===== src/rtl/mst_pkg.sv =====
// Shared types and constants for the multi-slot soft timer.
// Used by the controller, the datapath, the top level and the checker.
package mst_pkg;

  // command item
  typedef struct packed {
    logic [2:0]  operation;
    logic [3:0]  slot;
    logic [31:0] interval;
    logic        periodic;
  } cmd_item_t;

  // result item
  typedef struct packed {
    logic [2:0]  status;
    logic [3:0]  slot_index;
    logic [31:0] count_value;
    logic        last;
  } rsp_item_t;

  localparam logic [2:0] OP_TICK    = 3'd0;
  localparam logic [2:0] OP_POLL    = 3'd1;
  localparam logic [2:0] OP_ADD     = 3'd2;
  localparam logic [2:0] OP_DELETE  = 3'd3;
  localparam logic [2:0] OP_RESTART = 3'd4;
  localparam logic [2:0] OP_QUERY   = 3'd5;

  localparam logic [2:0] ST_OK       = 3'd0;
  localparam logic [2:0] ST_NOFREE   = 3'd1;
  localparam logic [2:0] ST_BADIDX   = 3'd2;
  localparam logic [2:0] ST_INACTIVE = 3'd3;
  localparam logic [2:0] ST_FIRED    = 3'd4;

  // source of the slot_index field of an emitted result
  localparam logic [1:0] IDX_ZERO = 2'd0;
  localparam logic [1:0] IDX_SCAN = 2'd1;
  localparam logic [1:0] IDX_CMD  = 2'd2;

  localparam logic [15:0] TICK_STEP_RESET = 16'd10;
  localparam logic [3:0]  MAX_FIRES       = 4'd8;
  localparam logic [31:0] COUNT_MAX       = 32'hFFFF_FFFF;

  // controller to datapath
  typedef struct packed {
    logic       load;
    logic       scan_clr;
    logic       scan_inc;
    logic       addr_scan;
    logic       do_tick;
    logic       do_count;
    logic       do_fire;
    logic       do_add;
    logic       do_delete;
    logic       do_restart;
    logic       emit;
    logic [2:0] emit_status;
    logic [1:0] emit_idx_sel;
    logic       emit_cnt;
    logic       emit_last;
  } dp_cmd_t;

  // datapath to controller
  typedef struct packed {
    logic [2:0] op;
    logic       scan_last;
    logic       due;
    logic       rd_active;
    logic       bad_index;
    logic       total_zero;
    logic       total_full;
    logic       fire_last;
    logic       out_free;
  } dp_stat_t;

endpackage


===== src/rtl/mst_ctrl.sv =====
// Command sequencer for the multi-slot soft timer.
// Depends on mst_pkg; drives mst_datapath through dp_cmd_t.
module mst_ctrl (
  input  logic              clk,
  input  logic              rst,
  input  logic              cmd_valid,
  input  mst_pkg::dp_stat_t stat,
  output mst_pkg::dp_cmd_t  ctl,
  output logic              busy
);

  localparam logic [2:0] S_IDLE     = 3'd0;
  localparam logic [2:0] S_DISPATCH = 3'd1;
  localparam logic [2:0] S_TICK     = 3'd2;
  localparam logic [2:0] S_COUNT    = 3'd3;
  localparam logic [2:0] S_FIRE     = 3'd4;
  localparam logic [2:0] S_FIND     = 3'd5;
  localparam logic [2:0] S_SINGLE   = 3'd6;
  localparam logic [2:0] S_DONE     = 3'd7;

  logic [2:0] state;
  logic [2:0] state_next;

  always_ff @(posedge clk) begin
    if (rst) begin
      state <= S_IDLE;
    end else begin
      state <= state_next;
    end
  end

  assign busy = (state != S_IDLE);

  always_comb begin
    ctl        = '0;
    state_next = state;
    unique case (state)
      S_IDLE: begin
        if (cmd_valid) begin
          ctl.load     = 1'b1;
          ctl.scan_clr = 1'b1;
          state_next   = S_DISPATCH;
        end
      end
      S_DISPATCH: begin
        unique case (stat.op) inside
          mst_pkg::OP_TICK:  state_next = S_TICK;
          mst_pkg::OP_POLL:  state_next = S_COUNT;
          mst_pkg::OP_ADD:   state_next = S_FIND;
          mst_pkg::OP_DELETE, mst_pkg::OP_RESTART, mst_pkg::OP_QUERY:
            state_next = S_SINGLE;
          default:           state_next = S_IDLE;
        endcase
      end
      S_TICK: begin
        ctl.addr_scan = 1'b1;
        ctl.do_tick   = 1'b1;
        if (stat.scan_last) begin
          state_next = S_DONE;
        end else begin
          ctl.scan_inc = 1'b1;
        end
      end
      S_COUNT: begin
        // first pass: count due slots, capped, no state change
        ctl.addr_scan = 1'b1;
        ctl.do_count  = stat.due && !stat.total_full;
        if (stat.scan_last) begin
          ctl.scan_clr = 1'b1;
          state_next   = S_FIRE;
        end else begin
          ctl.scan_inc = 1'b1;
        end
      end
      S_FIRE: begin
        // second pass: the same slots are due again, emit them in order
        ctl.addr_scan = 1'b1;
        if (stat.total_zero) begin
          state_next = S_DONE;
        end else if (stat.due) begin
          if (stat.out_free) begin
            ctl.do_fire      = 1'b1;
            ctl.emit         = 1'b1;
            ctl.emit_status  = mst_pkg::ST_FIRED;
            ctl.emit_idx_sel = mst_pkg::IDX_SCAN;
            ctl.emit_last    = stat.fire_last;
            if (stat.fire_last) begin
              state_next = S_IDLE;
            end else begin
              ctl.scan_inc = 1'b1;
            end
          end
        end else begin
          ctl.scan_inc = 1'b1;
        end
      end
      S_FIND: begin
        ctl.addr_scan = 1'b1;
        if (!stat.rd_active) begin
          if (stat.out_free) begin
            ctl.do_add       = 1'b1;
            ctl.emit         = 1'b1;
            ctl.emit_status  = mst_pkg::ST_OK;
            ctl.emit_idx_sel = mst_pkg::IDX_SCAN;
            ctl.emit_last    = 1'b1;
            state_next       = S_IDLE;
          end
        end else if (stat.scan_last) begin
          if (stat.out_free) begin
            ctl.emit         = 1'b1;
            ctl.emit_status  = mst_pkg::ST_NOFREE;
            ctl.emit_idx_sel = mst_pkg::IDX_ZERO;
            ctl.emit_last    = 1'b1;
            state_next       = S_IDLE;
          end
        end else begin
          ctl.scan_inc = 1'b1;
        end
      end
      S_SINGLE: begin
        if (stat.out_free) begin
          ctl.emit         = 1'b1;
          ctl.emit_idx_sel = mst_pkg::IDX_CMD;
          ctl.emit_last    = 1'b1;
          state_next       = S_IDLE;
          if (stat.bad_index) begin
            ctl.emit_status = mst_pkg::ST_BADIDX;
          end else if (stat.op == mst_pkg::OP_DELETE) begin
            ctl.do_delete   = 1'b1;
            ctl.emit_status = mst_pkg::ST_OK;
          end else if (!stat.rd_active) begin
            ctl.emit_status = mst_pkg::ST_INACTIVE;
          end else if (stat.op == mst_pkg::OP_RESTART) begin
            ctl.do_restart  = 1'b1;
            ctl.emit_status = mst_pkg::ST_OK;
          end else begin
            ctl.emit_status = mst_pkg::ST_OK;
            ctl.emit_cnt    = 1'b1;
          end
        end
      end
      S_DONE: begin
        if (stat.out_free) begin
          ctl.emit         = 1'b1;
          ctl.emit_status  = mst_pkg::ST_OK;
          ctl.emit_idx_sel = mst_pkg::IDX_ZERO;
          ctl.emit_last    = 1'b1;
          state_next       = S_IDLE;
        end
      end
      default: state_next = S_IDLE;
    endcase
  end

endmodule


===== config.mk =====
export PLATFORM = sky130hd
export DESIGN_NAME = mst_ctrl
export DESIGN_NICKNAME = d
export VERILOG_FILES = /design/src/rtl/mst_pkg.sv /design/src/rtl/mst_ctrl.sv
export SDC_FILE = /design/constraint.sdc
export NUM_CORES = 1
export LEC_CHECK = 0
export BUFFER_PORTS_ARGS = -buffer_cell sky130_fd_sc_hd__buf_2
export CAP_MARGIN = 20
export CORE_UTILIZATION = 47
export DETAILED_ROUTE_END_ITERATION = 7
export PLACE_DENSITY = 0.79
export SKIP_CTS_REPAIR_TIMING = 1
export SLEW_MARGIN = 20
export SYNTH_ARGS = -nofsm -noshare
export SYNTH_HDL_FRONTEND = slang
export SYNTH_SLANG_ARGS = --single-unit

===== constraint.sdc =====
create_clock -name clk -period 2.45 [get_ports clk]
set_input_delay 0.245 -clock clk [delete_from_list [all_inputs] [get_ports clk]]
set_output_delay 0.245 -clock clk [all_outputs]
set_load 0.02 [all_outputs]

==> results of run 1 <==
synth_stat cells (2+ instances only):
cell       n
a211oi_2   2
a21oi_1    7
a31oi_1    4
and2_1     3
and3_1     2
buf_2      2
dfxtp_1    3
ha_1       4
inv_1      5
nand2_1   13
nand2b_1   4
nand3_1    2
nor2_1    13
nor2b_1    2
nor3_1     6
o21a_1     3
o21ai_0    3
xnor2_1    2
through the flow:
| stage | power, mW | cell area, um2 | cells | hold slack, ps |
|---|---|---|---|---|
| 2_1_floorplan | 0.513 | 618 | 96 | 310 |
| 3_5_place_dp | 0.619 | 778 | 139 | 421 |
| 4_1_cts | 0.715 | 805 | 143 | 170 |
| 5_1_grt | 0.783 | 805 | 143 | 182 |
| 3_3_place_gp | 0.613 | 778 | 139 | 421 |
| 6_report | 0.715 | 805 | 143 | 179 |
path summary, 6_finish.rpt:
path	startpoint	to	slack, ps	depth (start not counted)
worst max register to register	state[2]	state[2]	710	5
worst min-delay path	rst	state[1]	180	2
worst max-delay path	state[1]	ctl[5]	250	6
worst min register to register	state[0]	state[0]	610	2
layout by cell type, fill, tap and decap left out, types with 2 or more instances in the layout:
cell and instances:
xnor2_1 2, nor3_1 6, nand3_1 2, o21ai_0 3, nand2b_1 4, clkbuf_4 3, and3_1 2, buf_2 32
a31oi_1 4, nor2b_1 2, o21a_1 3, nor2_1 13, a211oi_2 2, ha_1 4, a21oi_1 7, and2_1 3
nand2_1 13, inv_1 5, dfxtp_1 3
routing by layer:
metal  up-vias  share of wire, %  track usage (%)
li1        405                 -                -
met5         -                 0                0
met3         2               3.2             3.49
met2        24                47             37.3
met4         0               1.1             10.7
met1       352                49             33.7
worst register-to-register path, delay by kind of cell, from the launching register on:
family,cells,cell delay (ps)
flip-flops,1,630
adder cells (fa/ha/maj),1,270
buffers and inverters,1,200
AND/OR/NAND/NOR,1,140
AO/OA/AOI/OAI,2,390
cell families (layout without fill, tap and decap cells):
kind of cell             Yosys count  count (layout)  share of synthesized area, %
multiplexers                       1               1                          1.62
AND/OR/NAND/NOR                   51              51                          40.9
buffers and inverters              9              42                          6.48
AO/OA/AOI/OAI                     26              26                          30.4
adder cells (fa/ha/maj)            4               4                          8.10
XOR/XNOR                           2               2                          2.83
flip-flops                         3               3                          9.72
layout make-up:
| type | instances | area [um2] | area share [%] |
|---|---|---|---|
| Inverter | 6 | 22.5 | 2.80 |
| Multi-Input combinational cell | 84 | 518 | 64.4 |
| Clock buffer | 4 | 26.3 | 3.27 |
| Sequential cell | 3 | 60.1 | 7.47 |
| Tap cell | 14 | 17.5 | 2.18 |
| Timing Repair Buffer | 32 | 160 | 19.9 |
report_power, final:
group / switching [mW] / internal [mW] / leakage (nW)
logic: 0.291 / 0.193 / 0.383
registers: 0.0737 / 0.0694 / 0.0247
clock network: 0.0269 / 0.0611 / 0.0150
total: 0.391 / 0.323 / 0.423
==> flow_summary.json, run 1 <==
{
  "rows": 12,
  "status": "complete, no violations",
  "path_cells": "inv_2, ha_1, nor2_1, nor3_1, o21a_1, buf_2",
  "synth_top_area_share_pct": 9.72,
  "synth.distinct_cells": 34,
  "worst-path-max-fanout": 15,
  "finalClockSkew_ps": 0.255,
  "avgRoutedWirePerCell_um": 11.1,
  "slew_headroom_pct": 64.5,
  "ir_drop_mv": 0.810,
  "netlist_area_um2": 618,
  "avgViaCountPerCell": 5.48,
  "maxSlewViolCount": 0,
  "startpoint_type": "flop",
  "pre_cts_ws_ps": 516,
  "synthArstFlopShare_pct": 0,
  "hpwl_um": 1250,
  "die_area_um2": 1460,
  "gp_congestion": 0.898,
  "powerDensity_nw_per_um2": 889,
  "synth_cells": 96,
  "synth_edf_count": 0,
  "crit_family": "flip-flops",
  "drc": 0,
  "grt_usage_pct": 24.5,
  "wirelength_um": 1590,
  "areaGrowthSynthToFinish_pct": 30.2,
  "initialDrtViolationCount": 18,
  "p_leak_nw": 0.423,
  "largest_register_ffs": 3,
  "clk_pin_slew_ps": 40,
  "ys_top_cells_by_area": "dfxtp_1 9.7%, ha_1 8.1%, nand2_1 7.9%",
  "ys.flop_type": "dfxtp_1",
  "period_share_pct": 89.6,
  "cp_num_buf_inv": 2,
  "cts_buffers": 3,
  "cts.sinks": 3,
  "grt_max_degree": 18,
  "cp.required_ps": 2200,
  "max_stage_delay_ps": 650,
  "syn_avg_cell_area_um2": 6.44,
  "ys_seq_area_share_pct": 9.72,
  "ant_nets": 0,
  "ys.warnings.count": 0,
  "layout_min_cycle_time_ps": 2200,
  "drt_first_pass_iters": 4,
  "syn_nets": 114,
  "htree_num_levels": 1,
  "drive_above_1_share_pct": 31.8,
  "diodes": 0,
  "core_area_um2": 1170,
  "endpoint_kind": "output pin",
  "arrival_ps": 1950,
  "globalRouteOverflowTotal": 0,
  "crit_slowest_cell": "dfxtp_1",
  "via_count": 783,
  "yosysTopAreaCell": "dfxtp_1",
  "worstMarginPinSlew_ps": 532,
  "crit_type": "reg -> out",
  "rsz0062_at_grt": "no",
  "hold_viol_final": 0,
  "top_regs": "state: 3 flops",
  "cap_viol_max_count": 0,
  "antenna_found_initial": 0,
  "final.setup.tns_ps": 0,
  "start_util_pct": 52.8,
  "fp.dieH_um": 38.3,
  "fillers": 115,
  "worst_slack_ps": 255,
  "cts_root_buf": "clkbuf_4",
  "io_pins": 33,
  "regMostFlops": "state",
  "ys_ff_latch": 3,
  "io_buffer_count": 32,
  "fin_util_pct": 68.7,
  "cts_tree": "built",
  "setup_violations": 0,
  "hold_class": "in -> reg",
  "fp.dieW_um": 38.3,
  "clk_latency_ps": 230,
  "max_freq_mhz": 456,
  "nets": 148,
  "cts_max_path_buffers": 2,
  "grt_pass1_wl_um": 2520,
  "grt_pass1_vias": 615
}
(Power assumes the default switching activity.)
==> run 2, diff against run 1 <==
Settings changed: SETUP_SLACK_MARGIN set to 0.5.
==> run 2 against run 1 <==
  * Cell area up 1.6%
  * Core utilization up 1.1 points
  * Clock-buffer cell count unchanged
  * Largest cell class unchanged
  * Largest power group unchanged
==> flow_summary.json, run 2 (synthesis gave the netlist of run 1 again) <==
{
  "status": "complete, no violations",
  "pre_cts_ws_ps": 516,
  "fin_util_pct": 69.8,
  "fp.dieH_um": 38.3,
  "worst-path-max-fanout": 15,
  "hold_class": "in -> reg",
  "worstMarginPinSlew_ps": 346,
  "io_buffer_count": 32,
  "rows": 12,
  "avgRoutedWirePerCell_um": 11.6,
  "largest_register_ffs": 3,
  "ant_nets": 0,
  "start_util_pct": 52.8,
  "min_path_cells": 2,
  "grt_usage_pct": 24.5,
  "cts_max_path_buffers": 2,
  "grt_pass1_wl_um": 2520,
  "nets": 148,
  "ir_drop_mv": 0.829,
  "final_cell_area_um2": 817,
  "avgViaCountPerCell": 5.41,
  "hold_end": "state[1]",
  "hpwl_um": 1250,
  "rsz0062_at_grt": "yes",
  "fillers": 111,
  "reg2reg_slack_ps": 870,
  "crit_type": "reg -> out",
  "seqPwrFrac_pct": 20.3,
  "fp.dieW_um": 38.3,
  "seqCellArea_um2": 65.1,
  "cts.sinks": 3,
  "die_area_um2": 1460,
  "reg2reg_to": "state[0]",
  "htree_num_levels": 1,
  "clk_pin_slew_ps": 40,
  "max_freq_mhz": 522,
  "endpoint_kind": "output pin",
  "startpoint_type": "flop",
  "mostFrequentLayoutCells": "32 x buf_2, 13 x nand2_1, 12 x nor2_1, 7 x a21oi_1",
  "cts_tree": "built",
  "areaGrowthSynthToFinish_pct": 32.2,
  "grt_pass1_vias": 615,
  "cts_buffers": 3,
  "drive_above_1_share_pct": 34.9,
  "diodes": 0,
  "hold_viol_final": 0,
  "powerDensity_nw_per_um2": 890,
  "drt_first_pass_iters": 4,
  "cts_root_buf": "clkbuf_4",
  "cap_viol_max_count": 0,
  "swShare_pct": 54.7,
  "arrival_ps": 1670,
  "worst_slack_ps": 534,
  "io_pins": 33,
  "multi_input_area_um2": 526,
  "layout_commonest_cell": "buf_2",
  "layout_min_cycle_time_ps": 1920,
  "clk_latency_ps": 230,
  "comb_power_share_pct": 67.6,
  "period_share_pct": 78.2,
  "p_leak_nw": 0.425,
  "antenna_found_initial": 0,
  "wirelength_um": 1660,
  "p_int_mw": 0.330,
  "globalRouteOverflowTotal": 0,
  "initialDrtViolationCount": 14,
  "setup_violations": 0,
  "cp.required_ps": 2200,
  "p_sw_mw": 0.398,
  "hold_path.startpoint": "rst",
  "final.setup.tns_ps": 0,
  "finalClockSkew_ps": 0.151,
  "maxSlewViolCount": 0,
  "via_count": 774,
  "clock_power_share_pct": 12.1,
  "regMostFlops": "state",
  "place_area_um2": 778,
  "reg2regPathDepth": 5,
  "core_area_um2": 1170,
  "top_regs": "state: 3 flops",
  "gp_congestion": 0.898,
  "r2r_start": "state[1]",
  "drc": 0,
  "slew_headroom_pct": 76.9,
  "grt_max_degree": 18
}
==> run 2: layer usage <==
layer  vias up  global-route usage, %  wire [um]
met5         -                      0          0
met4         0                   10.7         17
met3         2                   3.49         49
met2        22                   37.3        788
met1       345                   33.7        800
li1        405                      -          -
==> run 2: power groups by stage <==
stage	registers (mW)	clock network [mW]	logic (mW)
6_report	0.147	0.0881	0.492
3_5_place_dp	0.143	0	0.476
3_3_place_gp	0.143	0	0.470
2_1_floorplan	0.0913	0	0.422
5_1_grt	0.157	0.0944	0.543
4_1_cts	0.142	0.0920	0.481
==> run 2: per-stage QoR <==
step,power [mW],hold WS (ps),std cells
4_1_cts,0.715,170,143
5_1_grt,0.795,175,143
3_3_place_gp,0.613,421,139
2_1_floorplan,0.513,310,96
6_report,0.728,172,143
3_5_place_dp,0.619,421,139
==> run 2: area by class of cell <==
| class | instances | area share, % |
|---|---|---|
| flip-flops and latches | 3 | 7.96 |
| well taps | 14 | 2.14 |
| clock buffers | 4 | 3.22 |
| inverters | 6 | 2.76 |
| multi-input cells | 84 | 64.3 |
| repair buffers | 32 | 19.6 |
==> run 2: worst max-delay path by stage <==
stage,from,endpoint,slack (ps),cells after the start
2_1_floorplan,state[1],ctl[5],640,4
3_3_place_gp,state[1],ctl[5],570,6
3_5_place_dp,state[1],ctl[5],520,6
4_1_cts,state[1],ctl[5],250,6
5_1_grt,state[1],ctl[5],450,6
6_report,state[1],ctl[5],530,6
==> run 2: critical path, stage by stage, from the launching register on <==
cell     delay [ps]
dfxtp_2         490
inv_2           120
ha_1            220
nor2_2          230
nor3_1          110
o21a_1          110
buf_2           150
==> run 3, diff against run 2 <==
Settings changed: ABC_AREA set to 1, CORE_UTILIZATION 47 to 45, PLACE_DENSITY 0.79 to 0.74.
Clock period 2.45 ns to 1.8 ns, I/O delays scaled along.
==> run 3 against run 2 <==
  * Global-route usage shrank 2.7 points
  * Wire length grew 62%
  * Die area grew 18%
  * Area after synthesis grew 14%
  * Core utilization grew 21 points
  * Worst setup slack lost 360 ps
  * Sequential power grew 67%
  * Clock power grew 33%
  * Critical endpoint unchanged
  * Largest cell class unchanged
  * Largest power group unchanged
  * Highest routed layer unchanged
==> flow_summary.json, run 3 <==
{
  "setup_violations": 0,
  "ys.flop_type": "dfxtp_1",
  "areaGrowthSynthToFinish_pct": 78.3,
  "fillers": 61,
  "seqPwrFrac_pct": 13.4,
  "avgViaCountPerCell": 5.75,
  "r2r_start": "state[0]",
  "ant_nets": 0,
  "reg2regPathDepth": 9,
  "p_int_mw": 0.836,
  "ys.warnings.count": 0,
  "fp.dieH_um": 41.5,
  "regMostFlops": "state",
  "avgRoutedWirePerCell_um": 15.5,
  "syn_nets": 132,
  "layout_min_cycle_time_ps": 1620,
  "startpoint_type": "flop",
  "synthArstFlopShare_pct": 0,
  "cts_tree": "built",
  "finalClockSkew_ps": 2.70,
  "worst-path-max-fanout": 6,
  "initialDrtViolationCount": 44,
  "hold_class": "in -> reg",
  "yosysMostFrequentCell": "nand2_1",
  "wirelength_um": 2690,
  "arrival_ps": 1440,
  "hpwl_um": 1410,
  "io_buffer_count": 32,
  "globalRouteOverflowTotal": 0,
  "rows": 13,
  "diodes": 0,
  "clk_latency_ps": 230,
  "powerDensity_nw_per_um2": 1460,
  "reg2reg_to": "state[2]",
  "drive_above_1_share_pct": 58.9,
  "grt_pass1_wl_um": 2990,
  "hold_viol_final": 0,
  "hold_end": "state[0]",
  "io_pins": 33,
  "period_share_pct": 90.1,
  "min_path_cells": 4,
  "synth.distinct_cells": 28,
  "slew_headroom_pct": 81.1,
  "fp.dieW_um": 41.5,
  "synthTopCellsByCount": "21 x nand2_1, 17 x nor2_1, 15 x inv_1, 10 x nand3_1, 6 x nand3_2",
  "via_count": 995,
  "core_area_um2": 1380,
  "grt_pass1_vias": 714,
  "clk_pin_slew_ps": 40,
  "synth_cells": 114,
  "mostFrequentLayoutCells": "18 x nand2_1, 17 x buf_2, 16 x buf_4, 14 x inv_1, 12 x nor2_1",
  "cap_viol_max_count": 0,
  "final.setup.tns_ps": 0,
  "p_leak_nw": 0.610,
  "clock_power_share_pct": 6.4,
  "place_inst": 159,
  "ys_top_cells_by_area": "nand2_1 11%, nor2_1 9.1%, dfxtp_1 8.6%",
  "endpoint_kind": "output pin",
  "reg2reg_slack_ps": 270,
  "grt_usage_pct": 21.8,
  "pre_cts_ws_ps": 261,
  "synth_edf_count": 0,
  "largest_register_ffs": 3,
  "drt_first_pass_iters": 4,
  "layout_commonest_cell": "nand2_1",
  "gp_congestion": 0.828,
  "ys_ff_latch": 3,
  "worst_slack_ps": 178,
  "grt_max_degree": 14,
  "max_freq_mhz": 616,
  "comb_power_share_pct": 80.2,
  "die_area_um2": 1720,
  "ys_seq_area_share_pct": 8.56,
  "htree_num_levels": 1,
  "ir_drop_mv": 1.41,
  "drc": 0,
  "synth_top_area_share_pct": 11.2,
  "netlist_area_um2": 702,
  "swShare_pct": 54.4,
  "maxSlewViolCount": 0,
  "hold_path.startpoint": "rst",
  "cts_max_path_buffers": 2,
  "syn_avg_cell_area_um2": 6.16,
  "top_regs": "state: 3 flops",
  "yosysTopAreaCell": "nand2_1",
  "worstMarginPinSlew_ps": 281,
  "cts.sinks": 3,
  "status": "complete, no violations",
  "crit_type": "reg -> out",
  "rsz0062_at_grt": "yes",
  "fin_util_pct": 90.5,
  "start_util_pct": 50.8,
  "antenna_found_initial": 0,
  "cts_root_buf": "clkbuf_4",
  "cts_buffers": 3,
  "nets": 177,
  "p_sw_mw": 0.996,
  "cp.required_ps": 1620,
  "stdcell_count": 173
}
run 3: changes by cell type after synthesis, moves of 4 or more:
cell,previous run,this run
inv_1,5,15
nand2_1,13,21
nand3_1,2,10
nand3_2,0,6
nand2b_1,4,0
nor2_1,13,17
nor3_1,6,2
run 3: kinds of logic (layout without fill, tap and decap cells):
| kind of cell | Yosys count | count (layout) | synth area share [%] |
|---|---|---|---|
| fa+ha+maj | 4 | 4 | 7.13 |
| flops | 3 | 3 | 8.56 |
| simple gates | 71 | 71 | 55.6 |
| buf+inv | 22 | 66 | 15.7 |
| compound gates | 14 | 14 | 13.0 |
run 3: layout make-up:
class	instances	area, um2	area share [%]
Timing Repair Buffer	43	335	26.8
Multi-Input combinational cell	89	716	57.2
Sequential cell	3	71.3	5.70
Inverter	19	83.8	6.70
Tap cell	15	18.8	1.50
Clock buffer	4	26.3	2.10
run 3: per-layer routing:
layer | vias up | GRT usage, % | share of wire [%] | routed length, um
met5 | - | 0 | 0 | 0
met4 | 0 | 11.6 | 2.0 | 53
met3 | 6 | 3.04 | 7.3 | 195
met2 | 63 | 33.8 | 52 | 1390
met1 | 459 | 29.1 | 39 | 1040
li1 | 467 | - | - | -
run 3: worst max-delay path, stage by stage, from the launching register on:
cell and delay (ps):
dfxtp_4 440, buf_6 150, ha_4 140, nor2_4 50
nor3_4 130, o21a_2 150, buf_2 150
run 3: per-stage QoR:
stage	power [mW]	hold WS, ps	cell area, um2
global route	1.92	235	1250
detailed placement	1.16	445	972
floorplan	1.01	340	820
global placement	1.15	436	972
finish	1.83	218	1250
CTS	1.30	198	998
run 3: how the worst max path moves through the flow:
stage / startpoint / to
2_1_floorplan: state[1] / ctl[2]
3_3_place_gp: state[0] / ctl[0]
3_5_place_dp: state[0] / ctl[0]
4_1_cts: state[0] / ctl[0]
5_1_grt: state[2] / ctl[5]
6_report: state[2] / ctl[5]
run 3: power by group through the flow:
stage | Combinational [mW] | Clock [mW] | Sequential (mW)
3_3_place_gp | 0.918 | 0 | 0.234
4_1_cts | 0.938 | 0.124 | 0.234
5_1_grt | 1.55 | 0.126 | 0.248
6_report | 1.47 | 0.117 | 0.246
3_5_place_dp | 0.927 | 0 | 0.237
2_1_floorplan | 0.883 | 0 | 0.131
